===== config.mk =====
export PLATFORM = sky130hd
export DESIGN_NAME = utf8_codepoint_decoder
export DESIGN_NICKNAME = d
export VERILOG_FILES = /design/src/sv/utfd_pkg.sv /design/src/sv/utfd_decode.sv /design/src/sv/utfd_emit.sv /design/src/sv/utf8_codepoint_decoder.sv
export SDC_FILE = /design/constraint.sdc
export NUM_CORES = 1
export LEC_CHECK = 0
export BUFFER_PORTS_ARGS = -buffer_cell sky130_fd_sc_hd__buf_2
export CAP_MARGIN = 20
export CORE_ASPECT_RATIO = 1.2
export CORE_MARGIN = 5
export CORE_UTILIZATION = 35
export DETAILED_ROUTE_END_ITERATION = 6
export HOLD_SLACK_MARGIN = 0.12
export SKIP_LAST_GASP = 1
export SLEW_MARGIN = 20
export SYNTH_ARGS = -nofsm -noshare
export SYNTH_HDL_FRONTEND = slang
export SYNTH_SLANG_ARGS = --single-unit

===== constraint.sdc =====
create_clock -name clock -period 2.79 [get_ports clock]
set_clock_uncertainty 0.15 [all_clocks]
set_input_delay 0.279 -clock clock [delete_from_list [all_inputs] [get_ports clock]]
set_output_delay 0.279 -clock clock [all_outputs]
set_load 0.01 [all_outputs]

===== src/sv/utfd_pkg.sv =====
package utfd_pkg;

   localparam int BYTE_W = 8;
   localparam int CP_W   = 21;

   localparam logic [CP_W-1:0] REPL_CP = 21'h00FFFD;

   typedef enum logic [2:0] {
      LEAD_END,
      LEAD_ASCII,
      LEAD_TWO,
      LEAD_THREE,
      LEAD_FOUR,
      LEAD_BAD
   } lead_type;

   // Results caused by one text byte: a burst of replacement characters
   // for a broken sequence, then at most one closing result.
   typedef struct packed {
      logic [1:0]      repl_count;
      logic            fin_valid;
      logic [CP_W-1:0] fin_cp;
      logic            fin_repl;
      logic            fin_end;
   } run_type;

   function automatic lead_type lead_class(input logic [BYTE_W-1:0] b);
      lead_type c;
      if (b == '0) begin
         c = LEAD_END;
      end else if (b[7] == 1'b0) begin
         c = LEAD_ASCII;
      end else if (b[7:5] == 3'b110) begin
         c = LEAD_TWO;
      end else if (b[7:4] == 4'b1110) begin
         c = LEAD_THREE;
      end else if (b[7:3] == 5'b11110) begin
         c = LEAD_FOUR;
      end else begin
         c = LEAD_BAD;
      end
      return c;
   endfunction

endpackage


===== src/sv/utfd_decode.sv =====
module utfd_decode
   import utfd_pkg::*;
(
   input  logic              clock,
   input  logic              reset,
   input  logic              take,
   input  logic [BYTE_W-1:0] text_byte,
   output run_type           run
);

   logic [2:0]      exp_ff, exp_in;
   logic [1:0]      seen_ff, seen_in;
   logic [CP_W-1:0] pv_ff, pv_in;

   logic            pending;
   logic            cont;
   logic [2:0]      seen_plus;
   logic [CP_W-1:0] pv_shift;

   always_comb begin
      pending   = (exp_ff > 3'd1);
      cont      = (text_byte[7:6] == 2'b10);
      seen_plus = {1'b0, seen_ff} + 3'd1;
      pv_shift  = {pv_ff[CP_W-7:0], text_byte[5:0]};

      run     = '0;
      exp_in  = exp_ff;
      seen_in = seen_ff;
      pv_in   = pv_ff;

      if (pending && cont) begin
         if (seen_plus >= exp_ff) begin
            run.fin_valid = 1'b1;
            run.fin_cp    = pv_shift;
            exp_in        = '0;
            seen_in       = '0;
            pv_in         = '0;
         end else begin
            seen_in = seen_plus[1:0];
            pv_in   = pv_shift;
         end
      end else begin
         // A broken sequence gives one replacement per byte received so far.
         run.repl_count = pending ? seen_ff : 2'd0;
         exp_in  = '0;
         seen_in = '0;
         pv_in   = '0;
         unique case (lead_class(text_byte))
            LEAD_END: begin
               run.fin_valid = 1'b1;
               run.fin_end   = 1'b1;
            end
            LEAD_ASCII: begin
               run.fin_valid = 1'b1;
               run.fin_cp    = CP_W'(text_byte);
            end
            LEAD_TWO: begin
               exp_in  = 3'd2;
               seen_in = 2'd1;
               pv_in   = CP_W'(text_byte[4:0]);
            end
            LEAD_THREE: begin
               exp_in  = 3'd3;
               seen_in = 2'd1;
               pv_in   = CP_W'(text_byte[3:0]);
            end
            LEAD_FOUR: begin
               exp_in  = 3'd4;
               seen_in = 2'd1;
               pv_in   = CP_W'(text_byte[2:0]);
            end
            default: begin
               run.fin_valid = 1'b1;
               run.fin_cp    = REPL_CP;
               run.fin_repl  = 1'b1;
            end
         endcase
      end
   end

   always_ff @(posedge clock) begin
      if (reset) begin
         exp_ff  <= '0;
         seen_ff <= '0;
         pv_ff   <= '0;
      end else if (take) begin
         exp_ff  <= exp_in;
         seen_ff <= seen_in;
         pv_ff   <= pv_in;
      end
   end

endmodule


===== src/sv/utfd_emit.sv =====
module utfd_emit
   import utfd_pkg::*;
(
   input  logic            clock,
   input  logic            reset,
   input  logic            load,
   input  run_type         run_in,
   output logic            can_take,
   output logic            rsp_valid,
   input  logic            rsp_stall,
   output logic [CP_W-1:0] rsp_code_point,
   output logic            rsp_is_replacement,
   output logic            rsp_is_end,
   output logic            rsp_last_of_run
);

   logic [1:0]      rem_ff, rem_in;
   logic            fin_ff, fin_in;
   logic [CP_W-1:0] fin_cp_ff;
   logic            fin_repl_ff;
   logic            fin_end_ff;

   logic            valid_ff, valid_in;
   logic [CP_W-1:0] cp_ff, cp_in;
   logic            repl_ff, repl_in;
   logic            end_ff, end_in;
   logic            last_ff, last_in;

   logic run_empty;
   logic out_load;
   logic piece_last;

   always_comb begin
      run_empty  = (rem_ff == 2'd0) && !fin_ff;
      out_load   = !valid_ff || !rsp_stall;
      piece_last = ((rem_ff == 2'd1) && !fin_ff) || ((rem_ff == 2'd0) && fin_ff);
      // The next item's run may enter as the last piece of this one leaves.
      can_take   = run_empty || (out_load && piece_last);

      rem_in = rem_ff;
      fin_in = fin_ff;
      if (out_load && !run_empty) begin
         if (rem_ff != 2'd0) begin
            rem_in = rem_ff - 2'd1;
         end else begin
            fin_in = 1'b0;
         end
      end

      valid_in = !run_empty;
      if (rem_ff != 2'd0) begin
         cp_in   = REPL_CP;
         repl_in = 1'b1;
         end_in  = 1'b0;
         last_in = piece_last;
      end else begin
         cp_in   = fin_cp_ff;
         repl_in = fin_repl_ff;
         end_in  = fin_end_ff;
         last_in = 1'b1;
      end
   end

   always_ff @(posedge clock) begin
      if (reset) begin
         rem_ff   <= '0;
         fin_ff   <= 1'b0;
         valid_ff <= 1'b0;
      end else begin
         if (load) begin
            rem_ff <= run_in.repl_count;
            fin_ff <= run_in.fin_valid;
         end else begin
            rem_ff <= rem_in;
            fin_ff <= fin_in;
         end
         if (out_load) begin
            valid_ff <= valid_in;
         end
      end
   end

   always_ff @(posedge clock) begin
      if (load) begin
         fin_cp_ff   <= run_in.fin_cp;
         fin_repl_ff <= run_in.fin_repl;
         fin_end_ff  <= run_in.fin_end;
      end
      if (out_load) begin
         cp_ff   <= cp_in;
         repl_ff <= repl_in;
         end_ff  <= end_in;
         last_ff <= last_in;
      end
   end

   assign rsp_valid          = valid_ff;
   assign rsp_code_point     = cp_ff;
   assign rsp_is_replacement = repl_ff;
   assign rsp_is_end         = end_ff;
   assign rsp_last_of_run    = last_ff;

endmodule


===== src/sv/utf8_codepoint_decoder.sv =====
// UTF-8 to code point decoder.
//
// Input channel (req_): one text byte per item; a zero byte ends the text.
// Result channel (rsp_): one code point per item, with flags for a
// replacement character, the end marker and the last result of a byte.
// A byte gives zero to four results: a lead byte of a multi-byte sequence
// gives none, a broken sequence gives one U+FFFD per buffered byte before
// the result of the byte itself.
//
// From the edge that accepts a byte to the first edge that can accept its
// first result, the byte passes the input register, the run register
// loaded by the decode step, and the result register.
// Throughput is one byte per cycle while each byte gives at most one result
// and the receiver does not stall; any byte with more holds the input until
// its last result is loaded, as the result register takes one per cycle.
//
// Reset (synchronous) drops any pending sequence and all queued results.
// When the receiver stalls, the result register holds its item and the
// stall reaches req_stall once the input register and the run are full.
module utf8_codepoint_decoder
   import utfd_pkg::*;
(
   input  logic              clock,
   input  logic              reset,
   input  logic              req_valid,
   output logic              req_stall,
   input  logic [BYTE_W-1:0] req_text_byte,
   output logic              rsp_valid,
   input  logic              rsp_stall,
   output logic [CP_W-1:0]   rsp_code_point,
   output logic              rsp_is_replacement,
   output logic              rsp_is_end,
   output logic              rsp_last_of_run
);

   logic              byte_valid_ff;
   logic [BYTE_W-1:0] byte_ff;
   logic              can_take;
   logic              take;
   run_type           run;

   assign take      = byte_valid_ff && can_take;
   assign req_stall = byte_valid_ff && !can_take;

   always_ff @(posedge clock) begin
      if (reset) begin
         byte_valid_ff <= 1'b0;
      end else if (!req_stall) begin
         byte_valid_ff <= req_valid;
      end
   end

   always_ff @(posedge clock) begin
      if (req_valid && !req_stall) begin
         byte_ff <= req_text_byte;
      end
   end

   utfd_decode u_decode (
      .clock     (clock),
      .reset     (reset),
      .take      (take),
      .text_byte (byte_ff),
      .run       (run)
   );

   utfd_emit u_emit (
      .clock              (clock),
      .reset              (reset),
      .load               (take),
      .run_in             (run),
      .can_take           (can_take),
      .rsp_valid          (rsp_valid),
      .rsp_stall          (rsp_stall),
      .rsp_code_point     (rsp_code_point),
      .rsp_is_replacement (rsp_is_replacement),
      .rsp_is_end         (rsp_is_end),
      .rsp_last_of_run    (rsp_last_of_run)
   );

endmodule


Word-level counts from Yosys, hierarchy flattened
Index checks and enable logic that the tools add are counted.
{ "totals": {"reg_bits": 80, "input_bits": 12} }
{ "classes": {"n_addsub": 2, "order_cmp": 2, "eq_ne": 11, "muxes": 29, "n_reduce_logical": 30} }
{ "op_table": {"columns": ["operator", "count"], "rows": [
  ["2-to-1 mux 22 bit", 2],
  ["case mux 16 bit (2 select lines)", 1],
  ["2-to-1 mux 15 bit", 2],
  ["2-to-1 mux 3 bit", 7],
  ["case mux 5 bit (3 select lines)", 1],
  ["2-to-1 mux 2 bit", 7],
  ["logical AND 1 bit", 9],
  ["case mux 3 bit (3 select lines)", 1],
  ["zero test 8 bit", 1],
  ["2-to-1 mux 1 bit", 8],
  ["equality test 3 x 2 -> 1 bit (second input constant)", 2],
  ["equality test 3 bit (second input constant)", 2],
  ["zero test 1 bit", 6],
  ["AND reduction 2 bit", 3],
  ["nonzero test 2 bit", 3],
  ["equality test 5 bit (second input constant)", 1],
  ["OR reduction 5 bit", 1],
  ["equality test 4 bit (second input constant)", 1],
  ["!= test 2 bit (second input constant)", 2],
  ["OR reduction 4 bit", 1],
  ["adder 2 x 1 -> 3 bit (second input constant)", 1],
  ["equality test 3 x 1 -> 1 bit (second input constant)", 1],
  ["greater-or-equal comparator 3 bit", 1],
  ["> comparator 3 x 1 -> 1 bit (second input constant)", 1],
  ["other kinds (7)", 9]
]} }

Longest topological paths before layout
Gate-level depths: netlist (run 1).
{ "logic_depth": {"depth_word": 12, "ltp_mapped": 8} }

Cells and area by module
From an unflattened synthesis (run 1), not the netlist that was laid out.
{ "hier_totals": {"hier_cells": 261, "area_unflattened_um2": 3388.2} }
{ "modules_own_cells": {"columns": ["module", "instances", "cells_each", "area_each_um2"], "rows": [
  ["utfd_emit", 1, 101, 1828.0],
  ["utfd_decode", 1, 147, 1263.7],
  ["utf8_codepoint_decoder", 1, 13, 296.5]
]} }

Least setup slack after synthesis (run 1)
No wires, ideal clock.
{ "synth_path": {"path_kind": "register to register", "from": "reg u_emit.valid_ff (netlist: u_emit.rsp_valid)", "to": "reg u_emit.fin_cp_ff[0] (enable)", "t_arrival_ps": 1928, "t_required_ps": 2256, "path_slack_ps": 327, "stages_incl_launch_ff": 4, "n_path_buf": 0, "period_less_slack_ps": 2463, "path_cell_list": "dfxtp_1 nand2_1 o211ai_2 nand2_1"} }
{ "synth_via": {"elab_chain_len": 5} }
{ "synth_rtl": {"columns": ["element", "line", "rtl"], "rows": [
  ["start, declared", "utfd_emit.sv:23", "logic valid_ff, valid_in;"],
  ["start signal, assigned", "utfd_emit.sv:78", "valid_ff <= valid_in;"],
  ["zero test 1 bit", "utfd_emit.sv:35", "out_load = !valid_ff || !rsp_stall;"],
  ["logical OR 1 bit", "utfd_emit.sv:35", null],
  ["via u_emit.out_load", "utfd_emit.sv:30", "logic out_load;"],
  ["logical AND 1 bit", "utfd_emit.sv:38", "can_take = run_empty || (out_load && piece_last);"],
  ["logical OR 1 bit", "utfd_emit.sv:38", null],
  ["logical AND 1 bit", "utf8_codepoint_decoder.sv:42", "assign take = byte_valid_ff && can_take;"],
  ["via take", "utf8_codepoint_decoder.sv:39", "logic take;"],
  ["end signal, assigned", "utfd_emit.sv:85", "fin_cp_ff <= run_in.fin_cp;"],
  ["end, declared", "utfd_emit.sv:19", "logic [CP_W-1:0] fin_cp_ff;"]
]} }
The timed path passes the listed nets, and every way through them passes these cells.
A chain may end at the register's enable or synchronous reset.

Final worst setup path (run 1)
{ "layout_path": {"from": "reg u_emit.rem_ff[0]", "to": "out req_stall"} }
{ "layout_via": {"elab_chain_len": 7, "elab_cells_between_ends": 10, "classes_between": "1 x eq/ne; 9 x reduce/logical"} }
{ "layout_rtl": {"columns": ["element", "line", "rtl"], "rows": [
  ["start, declared", "utfd_emit.sv:17", "logic [1:0] rem_ff, rem_in;"],
  ["start signal, assigned", "utfd_emit.sv:71", "rem_ff <= run_in.repl_count;"],
  ["start signal, assigned", "utfd_emit.sv:74", "rem_ff <= rem_in;"],
  ["equality test 2 x 1 -> 1 bit / zero test 2 bit (equally long branches)", "utfd_emit.sv:36, utfd_emit.sv:34", null],
  ["logical AND 1 bit", "utfd_emit.sv:36", "piece_last = ((rem_ff == 2'd1) && !fin_ff) || ((rem_ff == 2'd0) && fin_ff);"],
  ["logical OR 1 bit", "utfd_emit.sv:36", null],
  ["logical AND 1 bit", "utfd_emit.sv:38", null],
  ["logical OR 1 bit *", "utfd_emit.sv:38", null],
  ["zero test 1 bit *", "utf8_codepoint_decoder.sv:43", "assign req_stall = byte_valid_ff && !can_take;"],
  ["logical AND 1 bit *", "utf8_codepoint_decoder.sv:43", null],
  ["end, declared", "utf8_codepoint_decoder.sv:26", "output logic req_stall,"]
]} }
Every way passes the cells marked *; elsewhere a longest branch is shown, timed or not.

==> metrics.md, run 1 <==
| Metric | Value |
|---|---|
| Post-synth top flop | edfxtp_1 |
| R2R Path End | u_decode.pv_ff[3] |
| Ys async rst share | 0% |
| Final-report max-slew violation count | 0 |
| CP endpoint kind | output port |
| Via count | 2311 |
| P_sw | approximately 1.3 mW |
| Dpl hpwl | 4550 um |
| Status | complete, no violations |
| Sequential area share after synthesis | between 60 and 70% |
| Layout cells sized above 1 | 23.10% |
| Post-route antenna net violation count | 0 |
| Layout overhead on the synthesized area | 21.06% |
| Fillers | about 890 |
| WL/cell | 14.83 um |
| Seq pwr share | roughly 42% |
| Tot Pwr | ~4.2 mW |
| Sw frac | between 30% and 40% |
| # clock sinks | 80 |
| CP Cell Sequence | inv_1 > ha_1 > nor2b_1 > buf_4 > nor3_1 > buf_2 |
| GRT overflow | 0 |
| CTS H-tree depth | 3 |
| WS Path Type | reg -> out |
| Crit start category | flip-flop |
| Total GRT Usage | 11.89% |
| Final setup fails | 0 |
| Tightest hold margin | 0.2714 ns |
| Crit Path Max Fanout | 24 |
| Max cap viols | 0 |
| Reg2reg path depth | 6 |
| Worst Path Arrival | 1.92 ns |
| Crit path required time | 2.36 ns |
| Top cell type's share of synthesized area | 47.76% |
| Post-CTS Resized | 0 |
| CTS tree | done |
| Final instance area | 4187 um^2 |
| Worst R2R Setup Slack | 0.45 ns |
| Max stage delay on crit path | ~0.37 ns |
| Clock Tree Root | clkbuf_16 |
| Largest net degree at the start of global routing | 28 |
| Num ports | 38 |
| Chip height | 118.9 um |
| Post-Syn Area | roughly 3500 um^2 |
| Inserted Clock Buffers | 9 |
| Placed Area | around 3800 um^2 |
| Worst rel slew slack | 62.47% |
| Tcrit/Tclk final | 84.18% |
| Initial DRC Count | 142 |
| Detailed Routing Iterations Pass 1 | 4 |
| Worst IR Drop VDD | 387.0 uV |
| Inserted Diodes | 0 |
| Latest clock arrival within the worst-skew pair | 0.33 ns |
| Synth Register Bits | 80 |
| CP max-delay cell | nor3_1 |
| Placeable Area | 9613 um^2 |
| Clock Pin Slew Worst Setup and Hold Paths | about 0.05 ns |
| Dpl ws | approximately 0.47 ns |
| Syn avg cell area | between 10 and 15 um^2 |
| Yosys top cell by area | edfxtp_1 |
| Worst Path Buf+Inv | 3 |
| CTS max path bufs | 2 |
| Hold Path Sink | u_emit.rsp_valid |
| Synthesis Warnings | 0 |
| PortBufs | 37 |
| Min cycle time layout | 2.349 ns |
| Most common cell after layout, fill and taps aside | edfxtp_1 |
| Hold Crit Depth | 2 |
| Worst hold path class | in -> reg |
| Drt drc | 0 |
| Routability cong. | 0.8212 |
| Syn_nets | 295 |
| Die W | around 100 um |
| RSZ-0062 raised after global routing | false |
| Initial Utilization | between 30 and 40% |
| Distinct cell type count after synthesis | 49 |
| Vias/cell | 5.113 |
| Max Freq | between 0.4 and 0.5 GHz |
| Top post-synthesis cells by area | edfxtp_1 (48%), dfxtp_1 (14%), nand2b_1 (3.3%) |
| Row cnt | 39 |
| Most frequent cells in the layout | edfxtp_1 (55), buf_2 (37), dfxtp_1 (25) |
| Vias in the first global route | 2324 |
| Hold_sp | reset |
| TNS Setup | 0 ns |
| Mapped Cells | 277 |
| CP Launch Point | u_emit.rem_ff[0] |
| Initial antenna violation count | 0 |
| EDFF count, synth | 55 |
| Final setup margin | around 0.44 ns |
| Final WL | 6705 um |
| Clk pwr share | 29.5% |
| Final hold viol count | 0 |
| RR Startpoint | u_decode.seen_ff[0] |
| Combinational share of power | 28.1% |
| Layout Nets | between 300 and 400 |
| First-pass GRT wire length | around 11000 um |
| Slew @ Worst Pin | around 0.56 ns |
| Pint | roughly 2.9 mW |
| Die area | 11980 um^2 |
| Family with the most delay on the worst path | simple AND/OR/NAND/NOR gates |
| Cell leakage power | 1.569 nW |
| Pwr per Cell Area | a little over 1000 nW/um^2 |
-- layer usage --
layer	track usage, %	vias up	routed length [um]
li1	-	1151	-
met1	13.39	1099	2817
met2	19.69	44	3401
met3	3.333	17	284
met4	7.245	0	201
met5	0	-	0
-- cells in the mapped netlist, drive strengths merged (3+ instances only) --
| library cell | number |
|---|---|
| a211oi | 13 |
| a21o | 9 |
| a21oi | 6 |
| a31oi | 3 |
| and2 | 7 |
| and3 | 6 |
| buf | 12 |
| clkbuf | 8 |
| dfxtp | 25 |
| edfxtp | 55 |
| ha | 6 |
| inv | 12 |
| nand2 | 10 |
| nand2b | 18 |
| nand3 | 14 |
| nand4 | 3 |
| nor2 | 6 |
| nor2b | 6 |
| o2111ai | 5 |
| o211ai | 13 |
| o21a | 9 |
| o21ai | 4 |
| o32ai | 6 |
| or4 | 3 |
-- registers in the layout, summed over array words and instances, names as in the netlist --
signal,cells
byte_ff,8
u_decode.exp_ff,3
u_decode.pv_ff,15
u_decode.seen_ff,2
u_emit.fin_end_ff,1
u_emit.fin_ff,1
u_emit.rsp_code_point,21
u_emit.fin_repl_ff,1
u_emit.rsp_valid,1
u_emit.rsp_is_end,1
u_emit.rem_ff,2
byte_valid_ff,1
u_emit.fin_cp_ff,21
u_emit.rsp_is_replacement,1
u_emit.rsp_last_of_run,1
-- final cells by class --
type,instances,area [um^2],area share (%)
clock buffers,11,242.7,5.798
inverters,12,45.04,1.076
flip-flops and latches,80,2152,51.40
repair buffers,56,350.3,8.368
clock inverters,5,80.08,1.913
multi-input cells,165,1162,27.76
well taps,123,153.9,3.676
-- power by group through the flow --
stage                     Combinational [mW]  Clock [mW]  Sequential (mW)
after floorplan                        0.704           0             1.90
final                                   1.18        1.24             1.78
after CTS                               1.20        1.28             1.79
after global placement                  1.18           0             1.80
after global routing                    1.32        1.31             1.83
after detailed placement                1.19           0             1.81
-- worst max path at each step --
| stage | endpoint | slack (ns) | cells after the start |
|---|---|---|---|
| 2_1_floorplan | u_emit.fin_cp_ff[0] | 0.33 | 3 |
| 3_3_place_gp | u_decode.pv_ff[3] | 0.56 | 6 |
| 3_5_place_dp | u_decode.pv_ff[3] | 0.47 | 6 |
| 4_1_cts | req_stall | 0.41 | 6 |
| 5_1_grt | req_stall | 0.32 | 6 |
| 6_report | req_stall | 0.44 | 6 |
-- worst register-to-register path, stage by stage, from the launching register on --
cell and delay, ns:
dfxtp_1 0.34, ha_1 0.32, ha_1 0.28, nand2_1 0.07, o21ai_1 0.40, o221a_2 0.50
a221oi_1 0.14
-- timing repair --
item,in CTS,in global routing
hold endpoints to repair,9,0
buffers inserted,0,0
hold buffers,9,0
-- through the flow --
stage | utilization [%] | cells
after global placement | 39.26 | 427
after floorplan | - | 277
after detailed placement | 39.26 | 427
after global routing | 43.55 | 452
final | 43.55 | 452
after CTS | 43.55 | 452
-- kinds of logic after synthesis --
group | synth area share, %
buf+inv | 4.161
flops | 62.23
mux | 0.9045
compound gates | 17.11
simple gates | 13.42
fa+ha+maj | 2.171
Note: power is estimated with default switching activity, not from simulation.
==> inputs of run 2 (changes only) <==
clock period = 2.3 ns   (was 2.79 ns; I/O delays follow)
==> metrics.md, run 2 (synthesis gave the netlist of run 1 again) <==
| Metric | Value |
|---|---|
| Clock Tree Root | clkbuf_16 |
| GRT overflow | 0 (unchanged) |
| Tcrit/Tclk final | 94.25% |
| Pwr per Cell Area | 1214 nW/um^2 (+21%) |
| Dpl hpwl | 4627 um (+1.7%) |
| Detailed Routing Iterations Pass 1 | 4 (unchanged) |
| Final hold viol count | 0 (unchanged) |
| Via count | 2374 (+2.7%) |
| Placeable Area | 9613 um^2 (unchanged) |
| Inserted Clock Buffers | 9 (unchanged) |
| Final-report max-slew violation count | 0 (unchanged) |
| TNS Setup | 0 ns (unchanged) |
| First-pass GRT wire length | 11760 um (+5.7%) |
| RSZ-0062 raised after global routing | false |
| CP endpoint kind | flip-flop |
| Post-route insts no fill | 459 (+1.5%) |
| Slew @ Worst Pin | 0.6906 ns (+0.1289 ns) |
| Num ports | 38 (unchanged) |
| Post-route antenna net violation count | 0 (unchanged) |
| Drt drc | 0 (unchanged) |
| Row cnt | 39 (unchanged) |
| Worst Path Arrival | 2.28 ns (+0.36 ns) |
| Max cap viols | 0 (unchanged) |
| # clock sinks | 80 (unchanged) |
| Final WL | 6900 um (+2.9%) |
| Layout overhead on the synthesized area | 23.26% |
| CTS max path bufs | 2 (unchanged) |
| Placed Area | 3844 um^2 (+1.9%) |
| CTS H-tree depth | 3 (unchanged) |
| Core Util, Final | 44.34% (+0.79 points) |
| Crit start category | flip-flop |
| Layout cells sized above 1 | 25.30% (+2.2 points) |
| Routability cong. | 0.8156 (-0.68%) |
| Die W | 100.7 um (unchanged) |
| Status | complete, no violations |
| Chip height | 118.9 um (unchanged) |
| Initial DRC Count | 192 (+35%) |
| Vias in the first global route | 2396 (+3.1%) |
| Crit path required time | 2.41 ns (+0.05 ns) |
| Layout Nets | 349 (+2.0%) |
| Max Freq | 0.4613 GHz |
| Latest clock arrival within the worst-skew pair | 0.33 ns (about the same) |
| Final setup margin | 0.1323 ns (-0.3092 ns) |
| Most common cell after layout, fill and taps aside | edfxtp_1 |
| CTS tree | done |
| Clock Pin Slew Worst Setup and Hold Paths | 0.06 ns (about the same) |
| Final setup fails | 0 (unchanged) |
| Vias/cell | 5.172 (+1.2%) |
| Initial Utilization | 35.98% (unchanged) |
| Final instance area | 4263 um^2 (+1.8%) |
| Inserted Diodes | 0 (unchanged) |
| Worst IR Drop VDD | 561.7 uV (+45%) |
| PortBufs | 37 (unchanged) |
| Die area | 11980 um^2 (unchanged) |
| Worst rel slew slack | 53.86% (-8.6 points) |
| Min cycle time layout | roughly 2.2 ns |
| Initial antenna violation count | 0 (unchanged) |
| Crit Path Max Fanout | 14 (-42%) |
| Most frequent cells in the layout | edfxtp_1 (55), buf_2 (37), dfxtp_1 (25) |
| Dpl ws | 0.04700 ns (-0.4225 ns) |
| Placed cells | 434 (+1.6%) |
| WS Path Type | reg -> reg |
| Largest net degree at the start of global routing | 30 (+7.1%) |
| Total GRT Usage | 12.44% (+0.55 points) |
| WL/cell | 15.03 um (+1.3%) |
| Cell leakage power | 1.604 nW (+2.3%) |
| Worst hold path class | in -> reg |
run 2: cell count changes in the layout (fill, tap and decap cells not counted):
cell	previous run	this run
buf_4	10	16
nand2_1	10	8
nand2_2	0	2
buf_12	0	1
clkbuf_1	1	0
clkbuf_8	1	0
clkinv_1	0	1
clkinv_2	1	0
clkinvlp_4	2	3
inv_6	0	1
o221a_2	1	0
o221a_4	0	1
run 2: cell type report:
type                       count  area (um^2)
sequential                    80         2152
inverter                      12        45.04
timing repair buffer          63        415.4
tap                          123        153.9
clock buffer                   9        225.2
clock inverter                 7        95.09
multi-input combinational    165         1176
fill                         880         5350
run 2: worst paths after layout:
check | start | end | slack (ns) | depth (start not counted)
min reg2reg | u_decode.pv_ff[12] | u_decode.pv_ff[12] | 0.33 | 2
min | reset | u_emit.rsp_valid | 0.21 | 2
max reg2reg | u_decode.seen_ff[0] | u_decode.exp_ff[2] | 0.13 | 6
max | u_decode.seen_ff[0] | u_decode.exp_ff[2] | 0.13 | 6
run 2: what timing repair did:
item                                   in CTS  in global routing
setup endpoints to repair                   0                  2
gates resized for setup                     0                  1
hold buffers                                9                  0
setup buffers                               0                  0
endpoints found under the hold margin       9                  0
run 2: where the power goes:
group | switching (mW) | total [mW] | internal [mW]
Clock | 0.554 | 1.50 | 0.949
Sequential | 0.112 | 2.17 | 2.05
Combinational | 0.944 | 1.51 | 0.562
run 2: layer usage:
layer  vias up  track usage (%)  wire length (um)
met2        62            19.89              3474
met4         0            6.824               152
met1      1135            15.30              2899
met5         -                0                 0
met3        12            2.982               374
li1       1165                -                 -
run 2: metrics by stage:
stage          power [mW]  hold slack, ns
2_1_floorplan       3.164          0.1789
3_3_place_gp        3.675          0.2603
3_5_place_dp        3.711          0.2582
4_1_cts             5.242          0.1917
5_1_grt             5.485          0.2436
6_report            5.176          0.2107
run 2: critical path, cell delays in order, from the launching register on:
cell and delay [ns]:
dfxtp_1 0.34, ha_1 0.33, ha_1 0.29, nand2_1 0.07
o21ai_1 0.32, o221a_4 0.39, mux2i_1 0.20
==> inputs of run 3 (changes only) <==
CORE_UTILIZATION = 58   (was 35)
HOLD_SLACK_MARGIN = default   (was 0.12)
PLACE_DENSITY = 0.79   (was default)
==> metrics.md, run 3 (synthesis gave the netlist of run 1 again) <==
| Metric | Value |
|---|---|
| GRT overflow | 0 (unchanged) |
| Die W | 80.49 um (-20%) |
| Inserted Clock Buffers | 9 (unchanged) |
| Layout cells sized above 1 | 24.92% (-0.37 points) |
| CTS tree | done |
| Reg2reg path depth | 7 (+1) |
| Pwr per Cell Area | 1147 nW/um^2 (-5.5%) |
| Worst hold path class | in -> reg |
| Slew @ Worst Pin | 0.5354 ns (-0.1553 ns) |
| Initial DRC Count | 215 (+12%) |
| Max cap viols | 0 (unchanged) |
| P_sw | 1.552 mW (-3.6%) |
| Hold Path Sink | u_emit.rsp_valid |
| TNS Setup | 0 ns (unchanged) |
| Multi-input gate area | 1189 um^2 (+1.1%) |
| Worst Path Arrival | 1.81 ns (-0.47 ns) |
| CTS max path bufs | 2 (unchanged) |
| Drt drc | 0 (unchanged) |
| Final-report max-slew violation count | 0 (unchanged) |
| Setup Fix Bufs, Post-CTS | 0 (unchanged) |
| PortBufs | 37 (unchanged) |
| Post-route antenna net violation count | 0 (unchanged) |
| Combinational share of power | 32.2% (+3.1 points) |
| Routability cong. | 0.9491 (+16%) |
| Clock Pin Slew Worst Setup and Hold Paths | 0.08 ns (+0.02 ns) |
| Crit start category | flip-flop |
| RR Startpoint | u_decode.seen_ff[0] |
| Most common cell after layout, fill and taps aside | edfxtp_1 |
| Num ports | 38 (unchanged) |
| Tightest hold margin | 0.1649 ns (-0.04584 ns) |
| RSZ-0062 raised after global routing | true |
| Pint | 3.099 mW (-13%) |
| Initial antenna violation count | 0 (unchanged) |
| Die area | 7614 um^2 (-36%) |
| Fillers | 407 (-54%) |
| CP endpoint kind | output port |
| Dpl hpwl | 4644 um (+0.37%) |
| WL met1 | 2897 um (about the same) |
| Tcrit/Tclk final | 95.42% (+1.2 points) |
| Layout overhead on the synthesized area | 17.26% |
| Clock Tree Root | clkbuf_8 |
| Total GRT Usage | 20.48% (+8.0 points) |
| Via count | 2377 (+0.13%) |
| Vias in the first global route | 2310 (-3.6%) |
| Status | complete, no violations |
| Worst IR Drop VDD | 758.8 uV (+35%) |
| Initial Utilization | 60.22% (+24 points) |
| Cell leakage power | 1.540 nW (-4.0%) |
| Hold_sp | reset |
| Final setup fails | 0 (unchanged) |
| CTS H-tree depth | 3 (unchanged) |
| R2R Path End | u_emit.fin_cp_ff[15] |
| # clock sinks | 80 (unchanged) |
| Largest net degree at the start of global routing | 30 (unchanged) |
| Final WL | 6925 um (+0.36%) |
| Layout Nets | 346 (-0.86%) |
| WS Path Type | reg -> out |
| Inserted Diodes | 0 (unchanged) |
| Final hold viol count | 0 (unchanged) |
| Highest metal used | met4 |
| WL/cell | 16.77 um (+12%) |
| Min cycle time layout | 2.195 ns (+0.02690 ns) |
| Hold Crit Depth | 2 (unchanged) |
| Placeable Area | 5743 um^2 (-40%) |
| WL met3 | 390 um (+4.3%) |
| Worst rel slew slack | 64.14% (+10 points) |
| Detailed Routing Iterations Pass 1 | 4 (unchanged) |
| Vias/cell | 5.755 (+11%) |
| Latest clock arrival within the worst-skew pair | 0.35 ns (+0.02 ns) |
| Reg area | 2152 um^2 (unchanged) |
| Max Freq | 0.4557 GHz (-1.2%) |
| Most frequent cells in the layout | edfxtp_1 (55), buf_2 (37), dfxtp_1 (25) |
| Seq pwr share | 46.7% (+4.8 points) |
| Crit path required time | 1.92 ns (-0.49 ns) |
| First-pass GRT wire length | 11530 um (-2.0%) |
| Chip height | 94.59 um (-20%) |
| Crit Path Max Fanout | 6 (-8) |
| Clk pwr share | 21.2% (-7.8 points) |
| Row cnt | 30 (-23%) |
| Sw frac | 33.37% (+2.3 points) |
| Met2 wire len | 3527 um (+1.5%) |
| Worst R2R Setup Slack | 0.18 ns (+0.05 ns) |
==> run 3: cell types whose count changed in the layout (fill, tap and decap cells not counted), moves of 2 or more <==
cell,previous run,this run
buf_4,16,14
clkbuf_1,0,2
clkbuf_16,9,0
clkbuf_8,0,9
clkinv_2,0,2
clkinv_4,0,2
clkinvlp_4,3,0
==> run 3: through the flow <==
stage	util, %	instances	setup WS, ns	instance area, um^2	total power [mW]
floorplan	-	277	0.1322	3463	3.164
global placement	65.38	388	0.1606	3755	3.621
detailed placement	65.38	388	0.1554	3755	3.675
CTS	70.24	413	0.08426	4034	4.667
global route	70.61	413	-0.01395	4055	4.931
finish	70.61	413	0.1054	4055	4.651
==> run 3: power by group through the flow <==
stage | clock network, mW | logic (mW) | registers [mW]
floorplan | 0 | 0.858 | 2.31
finish | 0.985 | 1.50 | 2.17
detailed placement | 0 | 1.47 | 2.21
global placement | 0 | 1.43 | 2.19
global route | 1.09 | 1.64 | 2.20
CTS | 1.00 | 1.49 | 2.18
==> run 3: metal layers <==
| layer | vias to the layer above | global-route usage [%] |
|---|---|---|
| met1 | 1144 | 26.08 |
| met3 | 12 | 6.775 |
| met4 | 0 | 7.887 |
| met5 | - | 0 |
| li1 | 1152 | - |
| met2 | 69 | 32.39 |
==> run 3: layout make-up <==
cell class / instances / share of cell area (%)
clock buffers: 11 / 3.240
clock inverters: 5 / 1.419
inverters: 12 / 1.111
multi-input cells: 165 / 29.31
flip-flops and latches: 80 / 53.07
well taps: 80 / 2.468
repair buffers: 60 / 9.380
==> run 3: worst max-delay path by stage <==
stage | from | to
floorplan | u_emit.rsp_valid | byte_ff[0]
global placement | u_decode.seen_ff[0] | u_decode.pv_ff[3]
detailed placement | u_emit.rem_ff[1] | byte_ff[0]
CTS | u_emit.rem_ff[1] | req_stall
global route | u_emit.rem_ff[1] | req_stall
finish | u_emit.rem_ff[1] | req_stall
==> run 3: timing repair <==
item | in CTS | in global routing
resized for setup | 0 | 4
hold endpoints to repair | 9 | 0
setup endpoints to repair | 0 | 13
hold buffers | 9 | 0
==> run 3: critical path: stages (launching register included) <==
cell     delay (ns)
dfxtp_1        0.34
inv_1          0.06
ha_1           0.17
nor2b_1        0.15
o21a_1         0.26
nor3_2         0.20
buf_4          0.16
buf_2          0.12
